File: src/rtl/hfd_fifo.sv
`timescale 1ns / 1ps

module hfd_fifo #(
  parameter int WIDTH = 8,
  parameter int DEPTH = 2
) (
  input  logic             clk,
  input  logic             rst_n,
  input  logic             push,
  input  logic [WIDTH-1:0] din,
  output logic             full,
  input  logic             pop,
  output logic [WIDTH-1:0] dout,
  output logic             empty
);

  localparam int AW = (DEPTH > 1) ? $clog2(DEPTH) : 1;
  localparam int CW = $clog2(DEPTH + 1);

  logic [WIDTH-1:0] mem_r [DEPTH];
  logic [AW-1:0]    wp_r, rp_r;
  logic [CW-1:0]    cnt_r;
  logic             do_push, do_pop;

  assign full    = (cnt_r == CW'(DEPTH));
  assign empty   = (cnt_r == '0);
  assign do_push = push && !full;
  assign do_pop  = pop && !empty;
  assign dout    = mem_r[rp_r];

  always_ff @(posedge clk) begin
    if (!rst_n) begin
      wp_r  <= '0;
      rp_r  <= '0;
      cnt_r <= '0;
    end else begin
      if (do_push) begin
        wp_r <= (wp_r == AW'(DEPTH - 1)) ? '0 : wp_r + 1'b1;
      end
      if (do_pop) begin
        rp_r <= (rp_r == AW'(DEPTH - 1)) ? '0 : rp_r + 1'b1;
      end
      if (do_push && !do_pop) begin
        cnt_r <= cnt_r + 1'b1;
      end else if (do_pop && !do_push) begin
        cnt_r <= cnt_r - 1'b1;
      end
    end
  end

  always_ff @(posedge clk) begin
    if (do_push) begin
      mem_r[wp_r] <= din;
    end
  end

endmodule

File: config.mk
export PLATFORM = sky130hd
export DESIGN_NAME = hfd_fifo
export DESIGN_NICKNAME = d
export VERILOG_FILES = /design/src/rtl/hfd_fifo.sv
export SDC_FILE = /design/constraint.sdc
export NUM_CORES = 1
export LEC_CHECK = 0
export BUFFER_PORTS_ARGS = -buffer_cell sky130_fd_sc_hd__buf_2
export CAP_MARGIN = 20
export CORE_MARGIN = 4
export CORE_UTILIZATION = 49
export CTS_CLUSTER_DIAMETER = 200
export DETAILED_ROUTE_END_ITERATION = 7
export PLACE_DENSITY = 0.78
export SETUP_SLACK_MARGIN = 0.5
export SYNTH_ARGS = -nofsm -noshare
export SYNTH_HDL_FRONTEND = slang
export SYNTH_SLANG_ARGS = --single-unit
File: constraint.sdc
create_clock -name clk -period 1.9 [get_ports clk]
set_input_delay 0.19 -clock clk [delete_from_list [all_inputs] [get_ports clk]]
set_output_delay 0.19 -clock clk [all_outputs]
set_load 0.01 [all_outputs]
==> results by stage, run 1 <==
Drt:
- The DRC violations left is 0.
- In the routed layout, each cell is associated on average with a via count of 5.19.
- The count of TritonRoute iterations in the first routing pass is 4.
- The detailed router finished its first iteration with 4 violations.
- The routed wirelength normalized by instance count is 13.5 um.
- The routed via count is 488.
- The count of nets left with antenna violations after detail routing is 0.
- For this block, the routed nets add up to approximately 1.3 mm of wire.

GRT:
- The most crowded layer after global routing is met2.
- The residual overflow from global routing is 0.
- The number of global-route vias before repair came to between 400 and 500.
- The number of antenna violations at the first check in global routing was 0.
- The routing usage on met1 is approximately 14%.
- Global routing used between 10% and 20% of the available met2 tracks.
- The global-route wire length before repair is 2.19 mm.
- The met3 usage in global routing is under 10%.
- The total global routing track utilization is 11.8%.
- The maximum number of pins on one net before global-route repair is 12.

Status:
- The run finished with clean final reports.

Final layout:
- Summing all flip-flop and latch instances after layout gives roughly 590 um^2.
- The area growth from synthesis to layout is 32.9%.
- The filler cell count in the final layout is roughly 100.
- The final instance area is around 0.0011 mm^2.
- The post-layout net count is 92.
- The final standard cell utilization of the core is around 70%.
- The repair_antennas step left the layout with diodes totalling 0.
- The layout cell share with drive strength beyond 1 is between 50% and 60%.
- The multi-input combinational cell area is 270 um^2.

Clocking:
- The CTS tree is done.
- Clock tree synthesis inserted a total of 3 buffers.
- The H-tree depth is 1.
- The maximum number of buffers from clock root to sink is 2.
- The clock net in this run drives a total of 21 sinks.
- CTS placed an instance of sky130_fd_sc_hd__clkbuf_4 at the clock tree root.
- Clock-pin slew was measured on the worst setup and hold paths at approximately 0.11 ns.
- The clock latency of the later-clocked register in the worst-skew pair is ~0.29 ns.

Critical path:
- The library cell contributing the largest single delay on the critical path is sky130_fd_sc_hd__dfxtp_4.
- The largest stage delay on the critical path is 0.44 ns.
- Traced cell by cell, the critical path runs through mux2_2, buf_2.
- The critical path launch point type is a flip-flop.
- The data required time of the critical path is between 1.5 and 2 ns.
- The critical path is of the reg -> out type.
- At the worst endpoint, the arrival time is between 1 and 1.5 ns.
- STA classifies the critical path endpoint as an output pin.
- Along the worst path, the maximum fanout reaches 8.

Power:
- Across the VDD grid, the largest voltage drop is about 0.91 mV.
- The power density over the cells is between 1000 and 1500 mW/mm^2.
- The post-layout total power is about 1.4 mW.
- The static power due to leakage is 0.436 nW.

Place:
- OpenSTA, run right after detailed placement, puts the worst setup slack at ~0.45 ns.
- The congestion estimate from routability-driven global placement came to slightly below 0.7.
- The post-placement cell area is approximately 950 um^2.
- The count of input and output buffers is 21.
- The HPWL after detailed placement is roughly 920 um.

Synthesis:
- The mapped netlist covers roughly 810 um^2.
- The number of distinct library cell variants in the gate-level netlist after synthesis is 20.
- The yosys synthesis warning count is 0.
- Synthesis produced a netlist with a net count of 63.
- The sequential element share of the synthesized area is between 70% and 80%.
- In the synthesized netlist, the number of instances is 50.
- The number of storage elements in the synthesis netlist is 21.
- The post-synthesis average cell area is 16.2 um^2.

Timing:
- In this run the tightest slew margin relative to its limit is 75.6%.
- Setup total negative slack on the finished layout was measured at 0 ns.
- Setup repair after global routing could not meet its margin everywhere.
- The number of max-slew violations in the final report is 0.
- The final setup violation count is 0.
- The number of failing hold endpoints at the final stage is 0.
- The final critical path takes up 73.8% of the cycle.
- Counting I/O delays and the setup requirement, the final critical path takes roughly 1.4 ns.
- Static timing analysis puts the maximum clock frequency at 713 MHz.
- The minimum setup slack in the final design is 0.498 ns.
- The slew at the pin with the worst max-slew slack is ~0.37 ns.
- The maximum clock skew at final layout is slightly below 0.004 ns.

Floorplanning:
- Once the floorplan was initialized, standard cells occupied 52.5% of the core.
- The height of the die is 48.6 um.
- The floorplan has 14 rows.
- The core area is about 0.0015 mm^2.
- The x dimension of the die is ~49 um.
- The number of top-level pins is 22.
- The die footprint is roughly 0.0024 mm^2.

Run:
- The count of max-cap constraint violations is 0.

Hold path:
- The class of the worst hold path is in -> reg.
[synth_stat cells]
library cell | instances | area share [%]
sky130_fd_sc_hd__a21boi_0 | 1 | 0.93
sky130_fd_sc_hd__a21boi_1 | 1 | 0.93
sky130_fd_sc_hd__and2_1 | 3 | 2.3
sky130_fd_sc_hd__and3_1 | 1 | 0.77
sky130_fd_sc_hd__buf_2 | 1 | 0.62
sky130_fd_sc_hd__dfxtp_1 | 5 | 12
sky130_fd_sc_hd__edfxtp_1 | 16 | 59
sky130_fd_sc_hd__ha_1 | 1 | 1.5
sky130_fd_sc_hd__inv_1 | 1 | 0.46
sky130_fd_sc_hd__inv_2 | 1 | 0.46
sky130_fd_sc_hd__mux2_2 | 8 | 11
sky130_fd_sc_hd__nand2b_1 | 1 | 0.77
sky130_fd_sc_hd__nor2_1 | 2 | 0.93
sky130_fd_sc_hd__nor3_2 | 1 | 1.2
sky130_fd_sc_hd__o21a_1 | 1 | 0.93
sky130_fd_sc_hd__o21ai_0 | 1 | 0.62
sky130_fd_sc_hd__o21ai_1 | 1 | 0.62
sky130_fd_sc_hd__or3_1 | 1 | 0.77
sky130_fd_sc_hd__xnor2_1 | 2 | 2.2
sky130_fd_sc_hd__xor2_1 | 1 | 1.1
[report_power, final]
group          switching (mW)  leakage, nW  internal [mW]
clock                   0.120       0.0150         0.0815
combinational           0.218        0.229          0.320
sequential             0.0755        0.192          0.598
[repair_timing]
item                                    4_1_cts  5_1_grt
endpoints found under the setup margin        9        9
pin swaps                                     3        1
hold buffers                                  0        0
gates resized for setup                       8       10
buffers inserted                              3        0
[final timing paths]
kind,start,to,slack (ns),depth (start not counted)
max,flip-flop,dout[2],0.50,2
min,din[7],mem_r[1][7],0.08,1
max reg2reg,cnt_r[0],cnt_r[1],0.51,7
min reg2reg,cnt_r[1],cnt_r[1],0.56,2
[state kept, by name (all words and copies together), names as in the netlist, named ones only]
name and flops:
wp_r 1, rp_r 1, cnt_r 2, mem_r 16
[layout make-up]
class | count | area share, %
Clock buffer | 4 | 2.44
Tap cell | 16 | 1.86
Inverter | 2 | 0.930
Multi-Input combinational cell | 26 | 25.1
Timing Repair Buffer | 25 | 14.9
Sequential cell | 21 | 54.8
[routing by layer]
metal / routed length (um) / share of wire, % / vias to the layer above
li1: - / - / 243
met1: 530 / 42 / 230
met4: 18 / 1.4 / 0
met3: 91 / 7.2 / 2
met5: 0 / 0 / -
met2: 625 / 49 / 13
[cells in the final DEF (no fill, tap or decap), types with 2 or more instances in the layout]
cell type / n
sky130_fd_sc_hd__and2_1: 3
sky130_fd_sc_hd__buf_2: 17
sky130_fd_sc_hd__buf_4: 4
sky130_fd_sc_hd__buf_6: 4
sky130_fd_sc_hd__clkbuf_4: 3
sky130_fd_sc_hd__dfxtp_1: 2
sky130_fd_sc_hd__dfxtp_4: 2
sky130_fd_sc_hd__edfxtp_1: 16
sky130_fd_sc_hd__mux2_2: 2
sky130_fd_sc_hd__mux2_4: 6
sky130_fd_sc_hd__xnor2_1: 2
[logic make-up (layout without fill, tap and decap cells)]
group	count (synthesis)	count (layout)	synth area share, %
muxes	8	8	11.1
and+or+nand+nor	9	9	6.80
xor gates and xnor gates	3	3	3.25
AOI/OAI and AO/OA	5	5	4.02
DFF	21	21	71.7
buffers and inverters	3	31	1.54
adders and majority gates	1	1	1.55
[metrics by stage]
stage                     hold slack, ns  instances
after detailed placement           0.381         87
after floorplan                    0.289         50
final                             0.0811         94
after CTS                         0.0729         94
after global placement             0.377         87
after global routing              0.0470         94
[worst max-delay path, delay by kind of cell (launching register included)]
family                 cells  cell delay [ns]
buffers and inverters      1             0.14
DFF                        1             0.44
muxes                      1             0.35
Power figures use the tool's default switching activity.
==> run 2: changes to the inputs <==
==> constraint.sdc (replaced) <==
create_clock -name clk -period 1.3 [get_ports clk]
set_input_delay 0.13 -clock clk [delete_from_list [all_inputs] [get_ports clk]]
set_output_delay 0.13 -clock clk [all_outputs]
set_load 0.01 [all_outputs]
==> run 2 against run 1 <==
  * The run now ends with negative setup slack left
  * Via count rose by 8.8%
  * Die area did not move
  * Sequential share of layout area fell by 8.1 points
  * Flip-flop and latch count did not move
  * Worst hold slack got worse by 0.055 ns
  * Core utilization rose by 12 points
  * Critical path type is now reg -> reg
  * Critical endpoint is now mem_r[0][2]
  * Largest cell class unchanged
  * Largest power group is now combinational logic
  * Highest routed layer is now met3
==> results by stage, run 2 (synthesis results as in run 1) <==
Timing:
- The post-route setup TNS was -1.09 ns (-1.09 ns).
- The achievable frequency is roughly 710 MHz.
- The slew at the pin with the worst max-slew slack is 0.190 ns (-0.175 ns).
- The minimum setup slack in the final design is -0.118 ns (-0.616 ns).
- The number of failing hold endpoints at the final stage is 0 (unchanged).
- The tightest slew margin relative to the limit is 87.2% (+12 points).
- The maximum clock skew at final layout is 0.00117 ns (-0.00275 ns).
- Setup repair after global routing could not meet its margin everywhere.
- The part of the cycle the worst path needs is 109%.
- The final setup violation count is 19 (+19).
- The routed design could run at a clock period as short as around 1.4 ns.
- The number of max-slew violations in the final report is 0 (unchanged).

Place:
- The count of input and output buffers is 21 (unchanged).
- The last weighted congestion value of the routability-driven placer is 0.703 (+2.0%).
- The pre-CTS setup slack is -0.121 ns (-0.571 ns).

Floorplanning:
- The core area came to 0.00154 mm^2 (unchanged).
- The die footprint is 0.00237 mm^2 (unchanged).
- The number of rows created at floorplan is 14 (unchanged).
- The height of the die is 48.6 um (unchanged).
- The effective utilization at floorplan is 52.5% (unchanged).
- The x dimension of the die is 48.6 um (unchanged).
- The number of top-level pins is 22 (unchanged).

GRT:
- The number of global-route vias before repair is 552 (+12%).
- The maximum number of pins on one net before global-route repair is 13 (+1).
- The total global routing track utilization is 12.9% (+1.1 points).
- The number of antenna violations at the first check in global routing is 0 (unchanged).
- The residual overflow from global routing came to 0 (unchanged).
- The global-route wire length before repair is 2.46 mm (+12%).

Status:
- The flow ran to the end, but the final reports show violations.
- The checks that failed: negative setup slack.

Clocking:
- The maximum number of buffers from clock root to sink is 2 (unchanged).
- The total clock buffers created by CTS is 3 (unchanged).
- The clock latency of the later-clocked register in the worst-skew pair is 0.29 ns (about the same).
- The H-tree depth is 1 (unchanged).
- TritonCTS built the clock tree.
- The clock input transition at the sequential cells of the worst setup and hold paths is 0.11 ns (about the same).
- The tree is rooted in a sky130_fd_sc_hd__clkbuf_4.
- The clock sink total is 21 (unchanged).

Power:
- The static power due to leakage is 0.518 nW (+19%).
- The peak ir drop on the vdd network came to 1.34 mV (+48%).
- The power density over the cells is 1880 mW/mm^2 (+43%).
- The post-layout total power is 2.37 mW (+67%).

Critical path:
- The most common cell type on the critical path is sky130_fd_sc_hd__buf_6.
- The data arrival time of the critical path came to 1.44 ns (+0.23 ns).
- Traced cell by cell, the critical path runs through nand2b_4, inv_4, buf_4, buf_6, nor3_4, buf_6.
- STA classifies the critical path startpoint as a flip-flop.
- The category of the worst setup path capture point is a flip-flop.
- The largest stage delay on the critical path is 0.36 ns (-0.08 ns).
- The largest driver fanout on the critical path is 5 (-3).
- The data required time of the critical path was 1.32 ns (-0.39 ns).
- The classification of the worst setup path is reg -> reg.
- The library cell contributing the largest single delay on the critical path is sky130_fd_sc_hd__dfxtp_2.

Hold path:
- The class of the worst hold path is in -> reg.

Run:
- The count of max-cap constraint violations was 0 (unchanged).

Final layout:
- In the final layout, the registers with the most flip-flops are mem_r: 16 flops, cnt_r: 2 flops.
- The layout cell share with drive strength beyond 1 is 60.4% (+2.7 points).
- The filler cell count in the final layout was 80 (-22%).
- The count of inserted antenna diode cells is 0 (unchanged).
- The area growth from synthesis to layout is 55.2%.
- The top cell types in the final layout, fill and taps aside, are sky130_fd_sc_hd__edfxtp_1 (16), sky130_fd_sc_hd__buf_6 (12), sky130_fd_sc_hd__buf_2 (12).
- The final standard cell utilization of the core was 81.5% (+12 points).
- More flip-flops sit in one register than any other, and that register is mem_r.
- The number of flip-flops under the largest register name is 16 (unchanged).
- The post-layout net count was 105 (+14%).
- The most common library cell in the layout ignoring fill and taps is sky130_fd_sc_hd__edfxtp_1.

Drt:
- The DRC violations left was 0 (unchanged).
- The routed via count is 531 (+8.8%).
- The total routed wirelength is 1.57 mm (+24%).
- The count of TritonRoute iterations in the first routing pass is 4 (unchanged).
- The routed wirelength normalized by instance count is 14.7 um (+8.9%).
- The count of nets left with antenna violations after detail routing is 0 (unchanged).
- The ratio of routed vias to standard cells was 4.96 (-4.4%).
- The number of design-rule violations left by the first detailed-router iteration is 7 (+3).
==> run 2: changes by cell type in the layout (fill, tap and decap cells not counted), sizes merged <==
cell,delta
buf,+7
dlygate4sd3,+6
clkbuf,-1
clkinv,+1
==> run 2: area by class of cell <==
cell class	instances	area, um^2	area share (%)
Inverter	2	10.0	0.797
Clock inverter	1	5.00	0.398
Sequential cell	21	587	46.7
Multi-Input combinational cell	26	297	23.6
Clock buffer	3	22.5	1.79
Timing Repair Buffer	38	315	25.1
Tap cell	16	20.0	1.59
==> run 2: power breakdown <==
part	leakage, nW	switching, mW	internal [mW]	total (mW)
clock	0.0177	0.187	0.114	0.301
sequential	0.192	0.111	0.870	0.981
combinational	0.308	0.396	0.687	1.08
==> run 2: path summary, 6_finish.rpt <==
check | from | end | slack [ns] | cells past startpoint
worst max-delay path | cnt_r[0] | mem_r[0][2] | -0.12 | 6
worst min-delay path | din[5] | mem_r[0][5] | 0.03 | 1
worst max register to register | cnt_r[0] | mem_r[0][2] | -0.12 | 6
worst min register to register | cnt_r[1] | cnt_r[1] | 0.54 | 2
==> run 2: repair_timing <==
item	in CTS	in global routing
endpoints found under the setup margin	31	31
hold buffers	0	6
hold endpoints to repair	0	10
pin swaps	6	2
gates cloned	1	0
gates resized for setup	19	1
buffers inserted	3	1
==> run 2: critical path, delay by kind of cell (launching register included) <==
kind                   cells  cell delay, ns
DFF                        1            0.36
buffers and inverters      4            0.42
and+or+nand+nor            2            0.36
==> run 2: stage by stage <==
step	instances	cell area [um^2]	hold slack [ns]
after floorplan	50	875	0.229
after global placement	92	1030	0.317
after detailed placement	92	1030	0.321
after CTS	100	1180	0.0117
after global routing	107	1260	-0.000632
final	107	1260	0.0262
==> run 2: per-layer routing <==
layer | GRT usage [%] | routed length, um | up-vias
met5 | 0 | 0 | -
met1 | 15.7 | 628 | 253
met3 | 3.07 | 77 | 0
met4 | 2.69 | 0 | 0
met2 | 23.0 | 861 | 13
li1 | - | - | 265
